## src/rtl/csv_field_tokenizer_core_macros.svh

```systemverilog
// ----------------------------------------------------------------------------
// CSV tokenizer assertion macros
// Shared concurrent assertion forms, reset-qualified, reporting by $error.
// ----------------------------------------------------------------------------
`ifndef CSV_FIELD_TOKENIZER_CORE_MACROS_SVH
`define CSV_FIELD_TOKENIZER_CORE_MACROS_SVH

// Same-cycle implication
`define CSVT_ASSERT_IMP(lbl, clk, rst_n, ante, cons) \
    lbl: assert property (@(posedge clk) disable iff (!rst_n) (ante) |-> (cons)) \
        else $error("csvt assertion failed");

// Next-cycle implication
`define CSVT_ASSERT_NXT(lbl, clk, rst_n, ante, cons) \
    lbl: assert property (@(posedge clk) disable iff (!rst_n) (ante) |=> (cons)) \
        else $error("csvt assertion failed");

`endif

```

## src/rtl/csvt_pkg.sv

```systemverilog
// ----------------------------------------------------------------------------
// CSV tokenizer package
// Byte constants, result codes, parser phases and the result struct.
// ----------------------------------------------------------------------------
package csvt_pkg;

    localparam logic [7:0] QUOTE_BYTE    = 8'h22;
    localparam logic [7:0] NEWLINE_BYTE  = 8'h0A;
    localparam logic [7:0] NUL_BYTE      = 8'h00;
    localparam logic [7:0] DEFAULT_SEP   = 8'h2C;

    // Result kinds
    typedef enum logic [1:0] {
        KIND_DATA      = 2'd0,
        KIND_FIELD_END = 2'd1,
        KIND_ROW_END   = 2'd2
    } t_kind;

    // Parser phases, one-hot
    typedef enum logic [4:0] {
        PH_LINE_START  = 5'b00001,
        PH_FIELD_START = 5'b00010,
        PH_PLAIN       = 5'b00100,
        PH_QUOTED      = 5'b01000,
        PH_QUOTE_SEEN  = 5'b10000
    } t_phase;

    // One result from the parser
    typedef struct packed {
        logic       has;
        t_kind      kind;
        logic [7:0] data;
        logic [7:0] col;
    } t_result;

endpackage

```

## src/rtl/csvt_parse.sv

```systemverilog
// ----------------------------------------------------------------------------
// CSV tokenizer parser
// Phase and column state, plus the single-pass decode of one byte request.
// ----------------------------------------------------------------------------
module csvt_parse import csvt_pkg::*; #(
    parameter int MAX_COLUMN_INDEX = 255
) (
    input  logic       i_clk,
    input  logic       i_rst_n,
    input  logic       i_adv,
    input  logic [7:0] i_text_byte,
    input  logic       i_end_of_stream,
    input  logic [7:0] i_sep,
    output t_result    o_res
);

    `include "csv_field_tokenizer_core_macros.svh"

    localparam logic [7:0] COL_CAP =
        8'((MAX_COLUMN_INDEX < 255) ? MAX_COLUMN_INDEX : 255);

    t_phase     r_phase, n_phase;
    logic [7:0] r_cnt, n_cnt;
    logic [7:0] w_cnt;
    logic [7:0] w_cnt_inc;
    logic       w_end;
    logic       w_quote;
    logic       w_sep;

    assign w_end     = i_end_of_stream || (i_text_byte == NUL_BYTE)
                       || (i_text_byte == NEWLINE_BYTE);
    assign w_quote   = (i_text_byte == QUOTE_BYTE);
    assign w_sep     = (i_text_byte == i_sep);
    // line start forces column zero
    assign w_cnt     = (r_phase == PH_LINE_START) ? 8'd0 : r_cnt;
    assign w_cnt_inc = (w_cnt < COL_CAP) ? w_cnt + 8'd1 : w_cnt;

    // Next state and result
    always_comb begin
        n_phase    = r_phase;
        n_cnt      = w_cnt;
        o_res.has  = 1'b0;
        o_res.kind = KIND_DATA;
        o_res.data = 8'd0;
        o_res.col  = w_cnt;
        if (w_end) begin
            o_res.has  = (r_phase != PH_LINE_START);
            o_res.kind = KIND_ROW_END;
            o_res.col  = r_cnt;
            n_phase    = PH_LINE_START;
            n_cnt      = 8'd0;
        end else begin
            unique case (r_phase)
                PH_QUOTED: begin
                    if (w_quote) begin
                        n_phase = PH_QUOTE_SEEN;
                    end else begin
                        o_res.has  = 1'b1;
                        o_res.data = i_text_byte;
                    end
                end
                PH_QUOTE_SEEN, PH_PLAIN: begin
                    if (r_phase == PH_QUOTE_SEEN && w_quote) begin
                        // doubled quote gives one quote byte
                        n_phase    = PH_QUOTED;
                        o_res.has  = 1'b1;
                        o_res.data = QUOTE_BYTE;
                    end else if (w_sep) begin
                        o_res.has  = 1'b1;
                        o_res.kind = KIND_FIELD_END;
                        n_cnt      = w_cnt_inc;
                        n_phase    = PH_FIELD_START;
                    end else begin
                        n_phase    = PH_PLAIN;
                        o_res.has  = 1'b1;
                        o_res.data = i_text_byte;
                    end
                end
                default: begin
                    // field start, line start and unknown codes
                    if (w_quote) begin
                        n_phase = PH_QUOTED;
                    end else if (w_sep) begin
                        o_res.has  = 1'b1;
                        o_res.kind = KIND_FIELD_END;
                        n_cnt      = w_cnt_inc;
                        n_phase    = PH_FIELD_START;
                    end else begin
                        n_phase    = PH_PLAIN;
                        o_res.has  = 1'b1;
                        o_res.data = i_text_byte;
                    end
                end
            endcase
        end
    end

    // State registers
    always_ff @(posedge i_clk) begin
        if (!i_rst_n) begin
            r_phase <= PH_LINE_START;
            r_cnt   <= 8'd0;
        end else if (i_adv) begin
            r_phase <= n_phase;
            r_cnt   <= n_cnt;
        end
    end

    `CSVT_ASSERT_NXT(a_row_end_clears, i_clk, i_rst_n, i_adv && w_end,
        r_phase == PH_LINE_START && r_cnt == 8'd0)
    `CSVT_ASSERT_IMP(a_cnt_capped, i_clk, i_rst_n, 1'b1, r_cnt <= COL_CAP)
    `CSVT_ASSERT_IMP(a_line_start_zero, i_clk, i_rst_n,
        r_phase == PH_LINE_START, r_cnt == 8'd0)
    `CSVT_ASSERT_IMP(a_marker_no_data, i_clk, i_rst_n,
        o_res.has && o_res.kind != KIND_DATA, o_res.data == 8'd0)

endmodule

```

## src/rtl/csv_field_tokenizer_core.sv

```systemverilog
// ----------------------------------------------------------------------------
// CSV field tokenizer core
// Byte-serial CSV tokenizer: quoted fields, configurable separator, row flush.
// ----------------------------------------------------------------------------
//  channel   direction  handshake              payload
//  in        input      i_in_valid/o_in_stall  i_text_byte, i_end_of_stream
//  out       output     o_out_valid/i_out_stall o_item_kind, o_data_byte,
//                                              o_column_index
//  cfg       input      i_cfg_valid/o_cfg_ready i_separator_char
//
//  One byte request per cycle while the output is not stalled; each taken request
//  is decoded from the input register into the result register.
//  The phase/column update is set by the parser's decode.
//  Synchronous active-low reset: separator 0x2C, line start, column zero.
//  A stalled output holds the input register only for requests that yield a
//  result; requests with no result drain regardless.
// ----------------------------------------------------------------------------
module csv_field_tokenizer_core import csvt_pkg::*; #(
    parameter int MAX_COLUMN_INDEX = 255
) (
    input  logic       i_clk,
    input  logic       i_rst_n,
    // input channel
    input  logic       i_in_valid,
    output logic       o_in_stall,
    input  logic [7:0] i_text_byte,
    input  logic       i_end_of_stream,
    // output channel
    output logic       o_out_valid,
    input  logic       i_out_stall,
    output logic [1:0] o_item_kind,
    output logic [7:0] o_data_byte,
    output logic [7:0] o_column_index,
    // configuration
    input  logic       i_cfg_valid,
    output logic       o_cfg_ready,
    input  logic [7:0] i_separator_char
);

    logic       r_in_valid;
    logic [7:0] r_in_byte;
    logic       r_in_eos;
    logic [7:0] r_sep;
    logic       r_out_valid;
    t_kind      r_kind;
    logic [7:0] r_data;
    logic [7:0] r_col;
    t_result    w_res;
    logic       w_out_free;
    logic       w_adv;
    logic       w_in_acc;

    assign o_cfg_ready = 1'b1;
    assign w_out_free  = !r_out_valid || !i_out_stall;
    assign w_adv       = r_in_valid && (w_out_free || !w_res.has);
    assign o_in_stall  = r_in_valid && !w_adv;
    assign w_in_acc    = i_in_valid && !o_in_stall;

    // Separator register
    always_ff @(posedge i_clk) begin
        if (!i_rst_n) begin
            r_sep <= DEFAULT_SEP;
        end else if (i_cfg_valid && o_cfg_ready) begin
            r_sep <= i_separator_char;
        end
    end

    // Input register
    always_ff @(posedge i_clk) begin
        if (!i_rst_n) begin
            r_in_valid <= 1'b0;
        end else if (w_in_acc) begin
            r_in_valid <= 1'b1;
        end else if (w_adv) begin
            r_in_valid <= 1'b0;
        end
    end

    always_ff @(posedge i_clk) begin
        if (w_in_acc) begin
            r_in_byte <= i_text_byte;
            r_in_eos  <= i_end_of_stream;
        end
    end

    csvt_parse #(
        .MAX_COLUMN_INDEX(MAX_COLUMN_INDEX)
    ) u_parse (
        .i_clk          (i_clk),
        .i_rst_n        (i_rst_n),
        .i_adv          (w_adv),
        .i_text_byte    (r_in_byte),
        .i_end_of_stream(r_in_eos),
        .i_sep          (r_sep),
        .o_res          (w_res)
    );

    // Result register
    always_ff @(posedge i_clk) begin
        if (!i_rst_n) begin
            r_out_valid <= 1'b0;
        end else if (w_out_free) begin
            r_out_valid <= w_adv && w_res.has;
        end
    end

    always_ff @(posedge i_clk) begin
        if (w_adv && w_res.has) begin
            r_kind <= w_res.kind;
            r_data <= w_res.data;
            r_col  <= w_res.col;
        end
    end

    assign o_out_valid    = r_out_valid;
    assign o_item_kind    = r_kind;
    assign o_data_byte    = r_data;
    assign o_column_index = r_col;

endmodule
```

## config.mk

```make
export PLATFORM = sky130hd
export DESIGN_NAME = csv_field_tokenizer_core
export DESIGN_NICKNAME = d
export VERILOG_FILES = /design/src/rtl/csvt_pkg.sv /design/src/rtl/csvt_parse.sv /design/src/rtl/csv_field_tokenizer_core.sv
export VERILOG_INCLUDE_DIRS = /design/src /design/src/rtl
export SDC_FILE = /design/constraint.sdc
export NUM_CORES = 1
export LEC_CHECK = 0
export BUFFER_PORTS_ARGS = -buffer_cell sky130_fd_sc_hd__buf_2
export CAP_MARGIN = 5
export CORE_MARGIN = 2
export CORE_UTILIZATION = 35
export CTS_BUF_LIST = sky130_fd_sc_hd__clkbuf_16
export DETAILED_ROUTE_END_ITERATION = 12
export PLACE_DENSITY = 0.63
export SLEW_MARGIN = 20
export SYNTH_ARGS = -nofsm -noshare
export SYNTH_HDL_FRONTEND = slang
export SYNTH_HIERARCHICAL = 1
export SYNTH_SLANG_ARGS = --single-unit
```

## constraint.sdc

```tcl
create_clock -name i_clk -period 4 [get_ports i_clk]
set_clock_uncertainty 0.15 [all_clocks]
set_input_delay 0.8 -clock i_clk [delete_from_list [all_inputs] [get_ports i_clk]]
set_output_delay 0.8 -clock i_clk [all_outputs]
set_load 0.02 [all_outputs]
```

==> run_results.csv, run 1 <==
group,metric,value,unit
yosys,synth_top_area_frac,0.327,
global_routing,grt_pass1_wl,8290,um
layout,layout.nets,298,
yosys,synth_most_common_cell,"edfxtp_1",
status,status,"completed",
yosys,ys_seq_elements,50,
worst_setup_path,cp_max_fo,8,
yosys,synthArstFlopShare,0,
power,peakVddDrop,0.225,mV
sta,slew-limit-headroom,0.493,
cts,clock_sinks,50,
detailed_routing,drc,0,
yosys,avgSynthCellArea,10.6,sq um
cts,clk_pin_slew,0.07,ns
sta,period_needed,3.50,ns
layout,syn_to_final_growth,19.0,%
sta,fin_setup_tns,0,ns
detailed_routing,vias,1911,
yosys,synth_cell_type_count,59,
power,power-per-cell-area,391,nW/um^2
yosys,synthFlopType,"edfxtp_1",
yosys,ys.warnings.count,6,
global_routing,antenna_found_initial,0,
cts,cts_tree,"built",
global_routing,grt.overflow.total,0,
cts,clockBufferDepth,2,
detailed_routing,detail_route.wl_per_cell,13.5,um
layout,diodes,0,
yosys,yosysTopAreaCell,"edfxtp_1",
sta,fmax,286,MHz
worst_setup_path,cp_cell_sequence,"or4_4, o31a_4, a21oi_1, and4_4, buf_2",
sta,slew_viol_final,0,
detailed_routing,antenna_left,0,
cts,clk_latency,0.28,ns
layout,regArea,1270,sq um
placed_design,dp_hpwl,3710,um
worst_setup_path,critPathMaxStageDelay,0.60,ns
global_routing,grt_pass1_vias,1762,
die,die_h,88.2,um
layout,multi_input_area,1130,sq um
global_routing,grt_max_degree,19,
sta,worst_slew_pin_slew,0.752,ns
sta,timing_hold_violations_final,0,
layout,drive_gt1_frac,0.232,
die,ioPinCount,43,
sta,whs,0.362,ns
detailed_routing,routed_wl,5030,um
yosys,syn-instance-count,233,
yosys,ys_seq_area_frac,0.513,
worst_setup_path,crit_type,"flip-flop to output pin",
worst_setup_path,crit_slowest_cell,"or4_4",
worst_setup_path,cp_top_family,"simple AND/OR/NAND/NOR gates",
placed_design,port_buffers,41,
power,p_switching,0.000257,W
detailed_routing,firstDrtPassIters,4,
sta,setup_viol,0,
sta,fin_crit_sh,0.874,
cts,cts_buffers,5,
cts,ctsHoldBuffers,0,
detailed_routing,detailedRoute.firstIterationViolations,257,
die,num_rows,30,
worst_setup_path,cp.required,3.05,ns
cts,post_cts_buffers,0,
cts,root_buffer,"clkbuf_16",
layout,num-fill-cells,662,
cts,cts_htree_levels,2,
worst_setup_path,start_kind,"flip-flop",
die,fp.dieW,88.2,um
worst_setup_path,cp-end-kind,"output pin",
yosys,synthTopCellsByArea,"edfxtp_1 33%, dfxtp_1 19%, and2_1 3.3%, mux2i_1 3.2%, nand2_1 3.2%",
layout,final_util,0.432,
power,swShare,0.223,
yosys,synth_area,2480,sq um
yosys,synth_fp_nets,256,
die,die_area,7770,sq um
min_path,min_path_type,"flip-flop to flip-flop",
worst_setup_path,arrival,2.55,ns
worst_setup_path,critPathBufInv,1,
yosys,synth-edff-count,27,
die,initial_utilization,0.363,
cts,post_cts_resized,0,
placed_design,gp_congestion,0.897,
job,drv_cap,0,
die,coreArea,6830,sq um
detailed_routing,viasPerCell,5.14,
sta,rsz0062_at_grt,"no",
power,power,0.00115,W
global_routing,grt_usage,0.137,
power,p_int,0.000895,W
yosys,synth_common_cells,"27 x edfxtp_1, 23 x dfxtp_1, 21 x nand2_1",
power,total_leakage_power,1.13,nW
power,p_seq_frac,0.499,
power,clkPwrFrac,0.416,
power,power_frac_comb,0.085,
[layout by cell type (no fill, tap or decap), drive strengths merged, types with 6 or more instances in the layout]
master / count
nand2: 21
mux2i: 8
nor3: 7
inv: 10
edfxtp: 27
a21oi: 14
xnor2: 9
buf: 43
nor2b: 9
nor2: 6
and2: 13
o21ai: 6
dfxtp: 23
nand3: 6
[through the flow]
step                cell area, sq um  cells  worst slack [ns]
finish                          2950    372             0.505
global route                    2950    372             0.427
CTS                             2950    372             0.537
detailed placement              2780    364             0.805
global placement                2770    364             0.785
floorplan                       2480    233             0.868
[cell families (layout without fill, tap and decap cells)]
kind of cell | Yosys count | after routing | share of synthesized area
and+or+nand+nor | 91 | 91 | 0.211
AOI/OAI and AO/OA | 53 | 53 | 0.161
DFF | 50 | 50 | 0.513
buffers and inverters | 18 | 61 | 0.0374
xor gates and xnor gates | 11 | 11 | 0.0389
muxes | 8 | 8 | 0.0323
adders and majority gates | 1 | 1 | 0.00505
other | 1 | 1 | 0.00151
[registers in the layout, indices dropped and copies added, names as in the netlist]
name / cells
o_item_kind: 2
u_parse/r_cnt: 8
o_data_byte: 8
r_in_byte: 8
r_in_eos: 1
r_in_valid: 1
o_out_valid: 1
u_parse/r_phase: 5
o_column_index: 8
r_sep: 8
[power by group through the flow]
stage / Sequential [W] / Clock (W) / Combinational, W
floorplan: 0.000591 / 0 / 0.0000598
global placement: 0.000587 / 0 / 0.0000959
detailed placement: 0.000587 / 0 / 0.0000972
CTS: 0.000575 / 0.000490 / 0.0000977
global route: 0.000578 / 0.000508 / 0.000108
finish: 0.000575 / 0.000479 / 0.0000981
[metal layers]
layer | up-vias | global-route usage | routed length, um
met5 | - | 0 | 0
met4 | 0 | 0.0413 | 60
met3 | 5 | 0.0245 | 268
met2 | 59 | 0.209 | 2170
met1 | 891 | 0.199 | 2530
li1 | 956 | - | -
[final cells by class]
| cell class | count | share of cell area |
|---|---|---|
| inverter | 10 | 0.0144 |
| tap | 96 | 0.0407 |
| clock inverter | 3 | 0.0148 |
| timing repair buffer | 43 | 0.0747 |
| clock buffer | 5 | 0.0424 |
| sequential | 50 | 0.431 |
| multi-input combinational | 165 | 0.382 |
[worst reg2reg max path: stages (launching register included)]
cell and delay [ns]:
dfxtp_1 0.36, or4_1 0.60, or2_2 0.37, and2_1 0.20, ha_1 0.21, and4_1 0.22
o211a_1 0.16, a311o_1 0.38, o311ai_0 0.33, o21ai_0 0.14
[worst paths after layout]
check / startpoint / endpoint / slack [ns] / depth (start not counted)
setup / recovery: r_in_byte[0] / o_in_stall / 0.50 / 5
hold / removal: r_sep[2] / r_sep[2] / 0.36 / 2
setup reg to reg: u_parse/r_phase[1] / u_parse/r_cnt[2] / 0.74 / 9
hold reg to reg: r_sep[2] / r_sep[2] / 0.36 / 2
Note: power is estimated with default switching activity, not from simulation.
==> run 2, diff against run 1 <==
clock period = 4.2 ns   (was 4 ns; I/O delays follow)
==> run 2 against run 1 <==
Effect of this change:
- sequential power down 4.7%
- flip-flop and latch count unchanged
- count of clock-buffer cells in the layout unchanged
- combinational power down 6.3%
- total power down 4.7%
- via count up 0.42%
- worst hold slack worse by 0.0091 ns
- cell count down 0.27%
- register-to-register slack worse by 0.07 ns
- clock power down 4.4%
- global-route usage up 0.33 points
- setup slack better by 0.16 ns
- largest cell class unchanged
- highest routed layer unchanged
==> run_results.csv, run 2 (synthesis results as in run 1) <==
group,metric,value,unit
worst_setup_path,cp_max_fo,8,
die,ioPinCount,43,
detailed_routing,firstDrtPassIters,4,
cts,cts_htree_levels,2,
detailed_routing,drc,0,
layout,syn_to_final_growth,18.7,%
layout,final_cell_mix,"41 x buf_2, 27 x edfxtp_1, 23 x dfxtp_1, 21 x nand2_1",
worst_setup_path,worst-r2r-setup-slack,0.67,ns
sta,fin_crit_sh,0.841,
layout,layout.nets,297,
power,total_leakage_power,1.12,nW
cts,root_buffer,"clkbuf_16",
detailed_routing,antenna_left,0,
sta,slew-limit-headroom,0.495,
placed_design,dp_hpwl,3810,um
die,die_h,88.2,um
sta,worst_slew_pin_slew,0.749,ns
detailed_routing,routed_wl,5110,um
placed_design,gp_congestion,0.847,
worst_setup_path,start_kind,"flip-flop",
sta,fmax,283,MHz
sta,timing_hold_violations_final,0,
global_routing,grt_pass1_wl,8480,um
layout,final_common_cell,"buf_2",
sta,fin_setup_tns,0,ns
placed_design,post-place-ws,0.757,ns
layout,multi_input_area,1130,sq um
die,die_area,7770,sq um
job,drv_cap,0,
layout,num-fill-cells,676,
worst_setup_path,arrival,3.58,ns
worst_setup_path,cp.required,4.25,ns
layout,diodes,0,
placed_design,port_buffers,41,
sta,rsz0062_at_grt,"no",
global_routing,grt_usage,0.140,
worst_setup_path,reg2reg_from,"r_in_byte[0]",
power,power-per-cell-area,373,nW/um^2
die,initial_utilization,0.363,
die,num_rows,30,
worst_setup_path,crit_slowest_cell,"a31oi_1",
worst_setup_path,critPathMaxStageDelay,0.65,ns
cts,clockBufferDepth,2,
layout,final_util,0.431,
detailed_routing,viasPerCell,5.17,
die,coreArea,6830,sq um
global_routing,grt_pass1_vias,1760,
power,peakVddDrop,0.257,mV
cts,cts_buffers,5,
global_routing,grt.overflow.total,0,
cts,clk_latency,0.29,ns
worst_setup_path,crit_type,"flip-flop to flip-flop",
cts,post_cts_resized,0,
detailed_routing,detailedRoute.firstIterationViolations,161,
sta,slew_viol_final,0,
layout,regArea,1270,sq um
status,status,"completed",
sta,period_needed,3.53,ns
global_routing,antenna_found_initial,0,
layout,drive_gt1_frac,0.229,
cts,ctsHoldBuffers,0,
cts,clk_pin_slew,0.07,ns
worst_setup_path,cp-startpoint,"r_in_byte[0]",
worst_setup_path,cp_cell_sequence,"or4_4, o31a_4, nor2_1, a21oi_1, a31oi_1, and3b_1, o31ai_1, a21oi_1, o311ai_0, o21ai_0",
worst_setup_path,crit_path_frequent_cell,"a21oi_1",
min_path,min_path_type,"flip-flop to flip-flop",
detailed_routing,vias,1919,
global_routing,grt_max_degree,19,
detailed_routing,detail_route.wl_per_cell,13.8,um
die,fp.dieW,88.2,um
min_path,min_from,"r_sep[3]",
sta,setup_viol,0,
worst_setup_path,cp-end-kind,"flip-flop",
sta,setup_ws,0.666,ns
cts,cts_tree,"built",
cts,clock_sinks,50,
cts,post_cts_buffers,0,
run 2: layer usage:
layer	routed length (um)	up-vias	share of wire	track usage
met5	0	-	0	0
met4	55	0	0.011	0.0468
met3	335	4	0.066	0.0339
met2	2260	72	0.44	0.219
met1	2460	893	0.48	0.191
li1	-	950	-	-
run 2: final cells by class:
type,count,share of cell area
tap,96,0.0408
sequential,50,0.432
clock inverter,3,0.0149
multi-input combinational,165,0.383
inverter,10,0.0145
timing repair buffer,42,0.0723
clock buffer,5,0.0425
run 2: power by group:
group | switching (W) | leakage (nW) | internal (W) | total [W]
sequential | 0.0000145 | 0.451 | 0.000533 | 0.000548
clock | 0.000176 | 0.0842 | 0.000282 | 0.000458
combinational | 0.0000551 | 0.589 | 0.0000368 | 0.0000919
run 2: stage by stage:
step | hold WS [ns] | total power, W | std cells | area (sq um)
after CTS | 0.361 | 0.00111 | 371 | 2940
after global routing | 0.382 | 0.00114 | 371 | 2940
after global placement | 0.334 | 0.000649 | 363 | 2770
after detailed placement | 0.344 | 0.000650 | 363 | 2770
after floorplan | 0.312 | 0.000619 | 233 | 2480
final | 0.353 | 0.00110 | 371 | 2940
run 2: worst max-delay path, delay by kind of cell, from the launching register on:
kind	cells	cell delay, ns
and+or+nand+nor	3	0.99
DFF	1	0.51
AOI/OAI and AO/OA	7	1.80
run 2: final timing paths:
path | endpoint | cells past startpoint
worst max-delay path | u_parse/r_cnt[7] | 10
worst min-delay path | r_sep[3] | 2
worst max register to register | u_parse/r_cnt[7] | 10
worst min register to register | r_sep[3] | 2
